[src/rtl/sfr_pkg.sv]
package sfr_pkg;

   // Longest pattern the match window supports
   localparam int MAX_PATTERN = 8;
   // Longest replacement
   localparam int MAX_REPLACE = 8;
   // Entries in the action queue between front and back
   localparam int QUEUE_DEPTH = 4;
   localparam int QPTR_W      = $clog2(QUEUE_DEPTH);

   // Register map, one register every 8 bytes
   localparam int CSR_ADDR_W = 5;
   localparam int CSR_DATA_W = 64;

   typedef enum logic [1:0] {
      REG_PATTERN_BYTES      = 2'd0,
      REG_PATTERN_LENGTH     = 2'd1,
      REG_REPLACEMENT_BYTES  = 2'd2,
      REG_REPLACEMENT_LENGTH = 2'd3
   } reg_index_type;

   // Input beat
   typedef struct packed {
      logic [7:0] char_in;
      logic       last_in;
   } req_type;

   // Result beat
   typedef struct packed {
      logic [7:0] char_out;
      logic       char_valid;
      logic       last_out;
      logic       replaced_any;
   } rsp_type;

   // Configuration as seen by the datapath (lengths already clamped)
   typedef struct packed {
      logic [63:0] pattern;
      logic [3:0]  pattern_len;
      logic [63:0] replacement;
      logic [3:0]  replacement_len;
      logic        window_clear;
   } cfg_type;

   // One classified input byte: a run of bytes to send, plus end-of-string info
   typedef struct packed {
      logic [63:0] bytes;
      logic [3:0]  count;
      logic        last;
      logic        replaced;
   } action_type;

   // Clamp a 4-bit length field to a maximum
   function automatic logic [3:0] clamp_len(input logic [3:0] len, input logic [3:0] max_len);
      clamp_len = (len > max_len) ? max_len : len;
   endfunction

endpackage

[src/rtl/sfr_csr.sv]
module sfr_csr import sfr_pkg::*; (
   input  logic                  clock,
   input  logic                  reset,
   input  logic                  psel,
   input  logic                  penable,
   input  logic                  pwrite,
   input  logic [CSR_ADDR_W-1:0] paddr,
   input  logic [CSR_DATA_W-1:0] pwdata,
   output logic [CSR_DATA_W-1:0] prdata,
   output logic                  pready,
   output cfg_type               cfg
);

   logic [63:0] pattern_ff, pattern_in;
   logic [3:0]  pat_len_ff, pat_len_in;
   logic [63:0] repl_ff, repl_in;
   logic [3:0]  repl_len_ff, repl_len_in;
   logic        window_clear;

   reg_index_type idx;
   logic          wr_en;

   assign pready = 1'b1;
   assign idx    = reg_index_type'(paddr[CSR_ADDR_W-1:3]);
   assign wr_en  = psel && penable && pwrite;

   // Register writes; a pattern write also empties the match window at the same edge
   always_comb begin
      pattern_in   = pattern_ff;
      pat_len_in   = pat_len_ff;
      repl_in      = repl_ff;
      repl_len_in  = repl_len_ff;
      window_clear = 1'b0;
      if (wr_en) begin
         unique case (idx)
            REG_PATTERN_BYTES: begin
               pattern_in   = pwdata;
               window_clear = 1'b1;
            end
            REG_PATTERN_LENGTH: begin
               pat_len_in   = pwdata[3:0];
               window_clear = 1'b1;
            end
            REG_REPLACEMENT_BYTES: begin
               repl_in = pwdata;
            end
            REG_REPLACEMENT_LENGTH: begin
               repl_len_in = pwdata[3:0];
            end
            default: begin
            end
         endcase
      end
   end

   always_ff @(posedge clock) begin
      if (reset) begin
         pattern_ff  <= '0;
         pat_len_ff  <= '0;
         repl_ff     <= '0;
         repl_len_ff <= '0;
      end else begin
         pattern_ff  <= pattern_in;
         pat_len_ff  <= pat_len_in;
         repl_ff     <= repl_in;
         repl_len_ff <= repl_len_in;
      end
   end

   // Read mux
   always_comb begin
      unique case (idx)
         REG_PATTERN_BYTES:      prdata = pattern_ff;
         REG_PATTERN_LENGTH:     prdata = {60'd0, pat_len_ff};
         REG_REPLACEMENT_BYTES:  prdata = repl_ff;
         REG_REPLACEMENT_LENGTH: prdata = {60'd0, repl_len_ff};
         default:                prdata = '0;
      endcase
   end

   assign cfg.pattern         = pattern_ff;
   assign cfg.pattern_len     = clamp_len(pat_len_ff, 4'(MAX_PATTERN));
   assign cfg.replacement     = repl_ff;
   assign cfg.replacement_len = clamp_len(repl_len_ff, 4'(MAX_REPLACE));
   assign cfg.window_clear    = window_clear;

endmodule

[src/rtl/sfr_front.sv]
module sfr_front import sfr_pkg::*; (
   input  logic       clock,
   input  logic       reset,
   input  cfg_type    cfg,
   input  logic       req_valid,
   input  req_type    req_data,
   input  logic       queue_full,
   output logic       req_take,
   output logic       push,
   output action_type push_data
);

   // Match window: held bytes form a proper prefix of the pattern
   logic [7:0] win_ff [MAX_PATTERN];
   logic [7:0] win_in [MAX_PATTERN];
   logic [2:0] fill_ff, fill_in;
   logic       seen_ff, seen_in;

   logic [7:0] w [MAX_PATTERN];
   logic [3:0] f;
   logic       pfx [MAX_PATTERN];
   logic [3:0] start;
   logic       match;
   logic [3:0] rem;
   logic [63:0] w_flat;
   action_type act;

   assign req_take = req_valid && !queue_full;
   assign f        = {1'b0, fill_ff} + 4'd1;

   // Window with the new byte appended
   always_comb begin
      for (int i = 0; i < MAX_PATTERN; i++) begin
         w[i] = (3'(i) == fill_ff) ? req_data.char_in : win_ff[i];
         w_flat[8*i +: 8] = w[i];
      end
   end

   // For each start position: does the tail of the window begin the pattern
   always_comb begin
      for (int s = 0; s < MAX_PATTERN; s++) begin
         if (4'(s) >= f) begin
            pfx[s] = 1'b1;
         end else begin
            pfx[s] = ((f - 4'(s)) <= cfg.pattern_len);
            for (int k = 0; k < MAX_PATTERN; k++) begin
               if ((s + k < MAX_PATTERN) && (4'(s + k) < f) &&
                   (w[(s + k) % MAX_PATTERN] != cfg.pattern[8*k +: 8])) begin
                  pfx[s] = 1'b0;
               end
            end
         end
      end
   end

   // Leftmost start that can still grow into a match
   always_comb begin
      start = 4'(MAX_PATTERN);
      for (int s = MAX_PATTERN - 1; s >= 0; s--) begin
         if (pfx[s]) begin
            start = 4'(s);
         end
      end
   end

   assign rem   = f - start;
   assign match = (start < f) && (rem == cfg.pattern_len);

   // Classify the byte and work out the next window
   always_comb begin
      for (int i = 0; i < MAX_PATTERN; i++) begin
         win_in[i] = win_ff[i];
      end
      fill_in      = fill_ff;
      seen_in      = seen_ff;
      act.bytes    = w_flat;
      act.count    = 4'd0;
      act.last     = req_data.last_in;
      act.replaced = seen_ff;

      if (cfg.pattern_len == 4'd0) begin
         act.bytes = {56'd0, req_data.char_in};
         act.count = 4'd1;
         fill_in   = 3'd0;
      end else if (match) begin
         act.bytes    = cfg.replacement;
         act.count    = cfg.replacement_len;
         act.replaced = 1'b1;
         fill_in      = 3'd0;
         seen_in      = 1'b1;
      end else if (req_data.last_in) begin
         act.count = f;
         fill_in   = 3'd0;
      end else begin
         act.count = start;
         fill_in   = rem[2:0];
         for (int i = 0; i < MAX_PATTERN; i++) begin
            if (4'(i) + start < 4'(MAX_PATTERN)) begin
               win_in[i] = w[3'(4'(i) + start)];
            end
         end
      end

      if (req_data.last_in) begin
         seen_in = 1'b0;
      end
   end

   assign push      = req_take && ((act.count != 4'd0) || req_data.last_in);
   assign push_data = act;

   always_ff @(posedge clock) begin
      if (reset) begin
         fill_ff <= '0;
         seen_ff <= 1'b0;
      end else if (cfg.window_clear) begin
         fill_ff <= '0;
      end else if (req_take) begin
         fill_ff <= fill_in;
         seen_ff <= seen_in;
      end
   end

   // Window bytes carry no reset
   always_ff @(posedge clock) begin
      if (req_take) begin
         for (int i = 0; i < MAX_PATTERN; i++) begin
            win_ff[i] <= win_in[i];
         end
      end
   end

endmodule

[src/rtl/sfr_queue.sv]
module sfr_queue import sfr_pkg::*; (
   input  logic       clock,
   input  logic       reset,
   input  logic       push,
   input  action_type push_data,
   output logic       full,
   input  logic       pop,
   output logic       head_valid,
   output action_type head
);

   action_type              mem_ff [QUEUE_DEPTH];
   logic [QPTR_W-1:0]       wr_ptr_ff, wr_ptr_in;
   logic [QPTR_W-1:0]       rd_ptr_ff, rd_ptr_in;
   logic [QPTR_W:0]         cnt_ff, cnt_in;
   logic                    do_pop;

   assign full       = (cnt_ff == (QPTR_W+1)'(QUEUE_DEPTH));
   assign head_valid = (cnt_ff != '0);
   assign head       = mem_ff[rd_ptr_ff];
   assign do_pop     = pop && head_valid;

   // Pointer and occupancy update
   always_comb begin
      wr_ptr_in = push ? wr_ptr_ff + 1'b1 : wr_ptr_ff;
      rd_ptr_in = do_pop ? rd_ptr_ff + 1'b1 : rd_ptr_ff;
      cnt_in    = cnt_ff;
      if (push && !do_pop) begin
         cnt_in = cnt_ff + 1'b1;
      end else if (!push && do_pop) begin
         cnt_in = cnt_ff - 1'b1;
      end
   end

   always_ff @(posedge clock) begin
      if (reset) begin
         wr_ptr_ff <= '0;
         rd_ptr_ff <= '0;
         cnt_ff    <= '0;
      end else begin
         wr_ptr_ff <= wr_ptr_in;
         rd_ptr_ff <= rd_ptr_in;
         cnt_ff    <= cnt_in;
      end
   end

   always_ff @(posedge clock) begin
      if (push) begin
         mem_ff[wr_ptr_ff] <= push_data;
      end
   end

endmodule

[src/rtl/sfr_back.sv]
module sfr_back import sfr_pkg::*; (
   input  logic       clock,
   input  logic       reset,
   input  logic       head_valid,
   input  action_type head,
   output logic       pop,
   output logic       rsp_valid,
   input  logic       rsp_stall,
   output rsp_type    rsp_data
);

   rsp_type    out_ff, out_in;
   logic       out_valid_ff;
   logic [2:0] idx_ff, idx_in;
   logic       load;
   logic       bare;
   logic [2:0] final_idx;
   logic       is_final;

   // Output register takes a new beat when empty or draining
   assign load      = head_valid && (!out_valid_ff || !rsp_stall);
   assign bare      = (head.count == 4'd0);
   assign final_idx = bare ? 3'd0 : 3'(head.count - 4'd1);
   assign is_final  = (idx_ff == final_idx);
   assign pop       = load && is_final;

   // Build one result beat from the head action
   always_comb begin
      out_in.char_out     = bare ? 8'd0 : head.bytes[8*idx_ff +: 8];
      out_in.char_valid   = !bare;
      out_in.last_out     = head.last && is_final;
      out_in.replaced_any = head.last && is_final && head.replaced;
      idx_in              = idx_ff;
      if (load) begin
         idx_in = is_final ? 3'd0 : idx_ff + 3'd1;
      end
   end

   always_ff @(posedge clock) begin
      if (reset) begin
         out_valid_ff <= 1'b0;
         idx_ff       <= '0;
      end else begin
         idx_ff <= idx_in;
         if (load) begin
            out_valid_ff <= 1'b1;
         end else if (!rsp_stall) begin
            out_valid_ff <= 1'b0;
         end
      end
   end

   always_ff @(posedge clock) begin
      if (load) begin
         out_ff <= out_in;
      end
   end

   assign rsp_valid = out_valid_ff;
   assign rsp_data  = out_ff;

endmodule

[src/rtl/stream_find_replace.sv]
// Channel   Direction  Handshake            Payload
// req       in         req_valid/req_stall  req_type (char_in, last_in)
// rsp       out        rsp_valid/rsp_stall  rsp_type (char_out, char_valid, last_out, replaced_any)
// csr       in         psel/penable/pready  64-bit registers at byte address 8*index
//
// One input byte is classified per cycle against the match window while the queue is not full;
// the back sends one result beat per cycle unless rsp_stall is high, one beat for each result.
// A four-entry action queue lets the front keep taking bytes while the back works off a burst.
// Reset is synchronous; the window contents are not reset, only its fill count.
// req_stall rises only when the action queue is full.
module stream_find_replace import sfr_pkg::*; (
   input  logic                  clock,
   input  logic                  reset,
   input  logic                  req_valid,
   output logic                  req_stall,
   input  req_type               req_data,
   output logic                  rsp_valid,
   input  logic                  rsp_stall,
   output rsp_type               rsp_data,
   input  logic                  psel,
   input  logic                  penable,
   input  logic                  pwrite,
   input  logic [CSR_ADDR_W-1:0] paddr,
   input  logic [CSR_DATA_W-1:0] pwdata,
   output logic [CSR_DATA_W-1:0] prdata,
   output logic                  pready
);

   cfg_type    cfg;
   logic       queue_full;
   logic       req_take;
   logic       push;
   action_type push_data;
   logic       pop;
   logic       head_valid;
   action_type head;

   assign req_stall = queue_full;

   sfr_csr u_csr (
      .clock   (clock),
      .reset   (reset),
      .psel    (psel),
      .penable (penable),
      .pwrite  (pwrite),
      .paddr   (paddr),
      .pwdata  (pwdata),
      .prdata  (prdata),
      .pready  (pready),
      .cfg     (cfg)
   );

   sfr_front u_front (
      .clock      (clock),
      .reset      (reset),
      .cfg        (cfg),
      .req_valid  (req_valid),
      .req_data   (req_data),
      .queue_full (queue_full),
      .req_take   (req_take),
      .push       (push),
      .push_data  (push_data)
   );

   sfr_queue u_queue (
      .clock      (clock),
      .reset      (reset),
      .push       (push),
      .push_data  (push_data),
      .full       (queue_full),
      .pop        (pop),
      .head_valid (head_valid),
      .head       (head)
   );

   sfr_back u_back (
      .clock      (clock),
      .reset      (reset),
      .head_valid (head_valid),
      .head       (head),
      .pop        (pop),
      .rsp_valid  (rsp_valid),
      .rsp_stall  (rsp_stall),
      .rsp_data   (rsp_data)
   );

endmodule
[config.mk]
export PLATFORM = sky130hd
export DESIGN_NAME = stream_find_replace
export DESIGN_NICKNAME = d
export VERILOG_FILES = /design/src/rtl/sfr_pkg.sv /design/src/rtl/sfr_csr.sv /design/src/rtl/sfr_front.sv /design/src/rtl/sfr_queue.sv /design/src/rtl/sfr_back.sv /design/src/rtl/stream_find_replace.sv
export SDC_FILE = /design/constraint.sdc
export NUM_CORES = 1
export LEC_CHECK = 0
export BUFFER_PORTS_ARGS = -buffer_cell sky130_fd_sc_hd__buf_2
export CAP_MARGIN = 20
export CORE_AREA = 8 8 373 193
export DETAILED_ROUTE_END_ITERATION = 12
export DIE_AREA = 0 0 381 201
export HOLD_SLACK_MARGIN = 0.15
export PLACE_DENSITY = 0.68
export SLEW_MARGIN = 15
export SYNTH_ARGS = -nofsm -noshare
export SYNTH_HDL_FRONTEND = slang
export SYNTH_SLANG_ARGS = --single-unit
[constraint.sdc]
create_clock -name clock -period 24.7 [get_ports clock]
set_clock_uncertainty 0.2 [all_clocks]
set_input_delay 0 -clock clock [delete_from_list [all_inputs] [get_ports clock]]
set_output_delay 0 -clock clock [all_outputs]
set_load 0.005 [all_outputs]
==> impl_metrics.py <==
metrics = {
    "cts": {
        "clock_sinks": 508,
        "clockRootBuffer": "clkbuf_16",
        "htree_levels": 2,
        "clock_latency_ns": 0.61,
        "cts_tree": "yes",
        "cts_setup_buffers": 0,
        "clkTransAtPathRegs_ns": 0.07,
        "cts_buffer_depth": 3,
        "cts_buffers": 48,
    },
    "logic_synthesis": {
        "ys_seq_elements": 508,
        "synth_top_family_by_area": "multiplexers",
        "synthMuxAreaShare": 0.1770,
        "synth-simple-area-share": 0.1146,
        "synth_compound_area_frac": 0.09207,
        "yosysWarningCount": 0,
        "async_reset_ff_frac": 0,
        "synth_seq_area_share": 0.4626,
        "syn_nets": 2889,
        "synth_area_leaders": "edfxtp_1, mux2i_1, dfxtp_1, mux4_2, xnor2_1",
        "synth_flop_cell": "edfxtp_1",
        "synth.avg_cell_area_um2": 10.77,
        "netlist_instances": 2755,
        "syn_area_um2": 29670,
        "netlist.area_leader.share": 0.3593,
        "synth_xor_area_frac": 0.09000,
        "synth_edf_count": 355,
        "synth_adder_area_share": 0.02117,
        "post_synth_num_cell_types": 88,
        "synth_top_area_cell": "edfxtp_1",
    },
    "timing": {
        "timing.hold.ws_ns": 0.1951,
        "rsz0062_at_grt": "no",
        "fin_crit_sh": 0.4387,
        "setup_violations": 0,
        "tightest_slew_ns": 1.215,
        "max_freq_mhz": 92.29,
        "fin_tns_setup_ns": 0,
        "hold_viol_final": 0,
        "slew_violations": 0,
        "period_needed_ns": 10.83,
        "fin_ws_ns": 13.87,
        "maxSlewHeadroom": 0.1832,
    },
    "cells_and_area": {
        "drive_gt1_frac": 0.1568,
        "n_antenna_cell": 0,
        "fin_util": 0.5211,
        "final_nets": 3098,
        "areaGrowthSynthToFinish_pct": 16.63,
    },
    "global_routing": {
        "grt.overflow.total": 0,
        "grt_max_degree": 83,
        "antenna_found_initial": 11,
        "grt_busiest_layer": "met1",
        "met2_usage": 0.4151,
        "track_usage": 0.3207,
        "grtUsageMet1": 0.4818,
        "grt_pass1_vias": 23300,
        "grt_use_met3": 0.1427,
        "grt_pass1_wl_um": 178100,
    },
    "worst_setup_path": {
        "r2r-end": "u_queue.mem_ff[3][25]",
        "crit_type": "flip-flop to flip-flop",
        "crit_path_start_kind": "flip-flop",
        "rrSetupSlack_ns": 13.87,
        "critPathCaptureType": "flip-flop",
        "path_max_fanout": 71,
        "crit_start": "u_front.fill_ff[0]",
        "critPathArrivalTime_ns": 10.87,
        "r2r_start": "u_front.fill_ff[0]",
        "required_ns": 24.74,
        "reg2reg_depth": 23,
    },
    "floorplan": {
        "die-area_um2": 76580,
        "fp.dieW_um": 381,
        "core.rowCount": 67,
        "start_util": 0.4468,
        "ioPinCount": 163,
        "die_y_um": 201,
        "core_um2": 66390,
    },
    "hold_path": {
        "min_from": "req_data[0]",
        "hp-class": "input pin to flip-flop",
        "min_delay_path_depth": 2,
        "holdPathEnd": "u_queue.mem_ff[1][1]",
    },
    "drt": {
        "vias_per_cell": 6.357,
        "vias": 24800,
        "first_pass_iters": 6,
        "wl_um": 128900,
        "drt_iter0_drc": 3589,
        "wire_per_inst_um": 33.03,
        "drc": 0,
        "ant_nets": 0,
    },
    "pwr": {
        "irDropWorstVdd_v": 0.00005716,
        "leakagePower_nw": 12.60,
        "p_per_area_nw_per_um2": 62.70,
        "total_power_w": 0.002169,
    },
    "place": {
        "io_buffers": 158,
        "hpwl_um": 93290,
        "gp_congestion": 1.062,
        "preCtsSetupSlack_ns": 14.52,
    },
    "outcome": {
        "status": "finished, final reports clean",
    },
    "run": {
        "maxCapViolCount": 0,
    },
}
==> area by class of cell <==
type                    instances  area [µm²]
clock inverters                19       201.4
flip-flops and latches        508       13730
fillers                      5801       31790
clock buffers                  71        1411
multi-input cells            1932       14820
inverters                      66       252.7
well taps                     897        1122
repair buffers                408        3068
==> cells by family (layout without fill, tap and decap cells) <==
logic type | after synthesis | count (layout)
AND/OR/NAND/NOR | 743 | 743
flip-flops | 508 | 508
AO/OA/AOI/OAI | 425 | 425
multiplexers | 410 | 410
buffers and inverters | 315 | 564
XOR/XNOR | 304 | 304
adder cells (fa/ha/maj) | 49 | 49
other | 1 | 1
==> repair_timing <==
action                    4_1_cts  5_1_grt
hold buffers                  154        0
resized for setup               0        0
hold endpoints to repair      216        0
==> worst max path at each step <==
| stage | to | slack (ns) | cells after the start |
|---|---|---|---|
| final | u_queue.mem_ff[3][25] | 13.87 | 23 |
| after global routing | u_queue.mem_ff[3][25] | 13.89 | 23 |
| after CTS | u_queue.mem_ff[2][25] | 14.48 | 23 |
| after detailed placement | u_queue.mem_ff[2][25] | 14.52 | 23 |
| after global placement | u_queue.mem_ff[0][47] | 14.54 | 23 |
| after floorplan | u_queue.mem_ff[0][0] | 16.41 | 28 |
==> registers in the layout, summed over array words and instances (netlist names), named ones only <==
register           flops
u_csr.pat_len_ff       4
u_queue.mem_ff       280
u_queue.wr_ptr_ff      2
u_csr.pattern_ff      64
u_queue.rd_ptr_ff      2
u_back.rsp_valid       1
u_back.idx_ff          3
u_front.fill_ff        3
u_csr.repl_len_ff      4
u_queue.cnt_ff         3
u_front.win_ff        64
u_csr.repl_ff         64
u_front.seen_ff        1
u_back.rsp_data       11
==> synth_stat cells, types with 30 or more instances <==
| cell type | count |
|---|---|
| edfxtp_1 | 355 |
| mux2i_1 | 312 |
| nand2_1 | 306 |
| xnor2_1 | 216 |
| nor2_1 | 197 |
| a21oi_1 | 193 |
| clkbuf_1 | 179 |
| dfxtp_1 | 153 |
| mux4_2 | 90 |
| xor2_1 | 87 |
| a211oi_1 | 66 |
| inv_1 | 62 |
| nor4_1 | 52 |
| ha_1 | 47 |
| o21ai_0 | 42 |
| buf_1 | 36 |
| nand4_1 | 31 |
| buf_2 | 30 |
| nor3_1 | 30 |
==> layout by cell type (no fill, tap or decap), types with 40 or more instances in the layout <==
master and n:
a211oi_1 65, a21oi_1 193, buf_2 157, buf_4 94, clkbuf_16 50, dfxtp_1 151, dlygate4sd3_1 154, edfxtp_1 355
ha_1 47, inv_1 62, mux2i_1 303, mux4_2 90, nand2_1 306, nor2_1 196, nor4_1 49, o21ai_0 40
xnor2_1 214, xor2_1 87
==> through the flow <==
stage	cells	cell area (µm²)
floorplan	2755	29670
finish	3901	34600
global route	3901	34600
global placement	3651	31390
detailed placement	3655	31420
CTS	3899	34570
==> critical path, stage by stage, from the launching register on <==
cell and delay (ns):
dfxtp_1 0.62, ha_1 0.43, ha_1 1.02, mux2i_2 0.96, xnor2_1 0.13, nor4_1 0.32
a21oi_1 0.34, or4_4 0.64, nor4_4 0.29, a21oi_1 0.15, o21ai_4 0.10, buf_4 0.31
inv_1 0.35, ha_1 0.37, fa_1 0.45, xnor2_1 0.25, xnor2_1 0.15, nor4_1 0.08
o21a_2 0.18, nand2_4 0.40, buf_4 0.49, buf_4 0.75, nor2_1 0.34, a211oi_1 0.99
==> routing by layer <==
metal | wire (µm) | up-vias
li1 | - | 10380
met1 | 56090 | 12390
met2 | 48650 | 1815
met3 | 20850 | 205
met4 | 3019 | 10
met5 | 257 | -
==> power by group <==
part           switching, W  total, W  internal, W
clock              0.000353  0.000775     0.000422
sequential        0.0000350   0.00102     0.000985
combinational      0.000215  0.000374     0.000159
total              0.000603   0.00217      0.00157
Note: power is estimated with default switching activity, not from simulation.
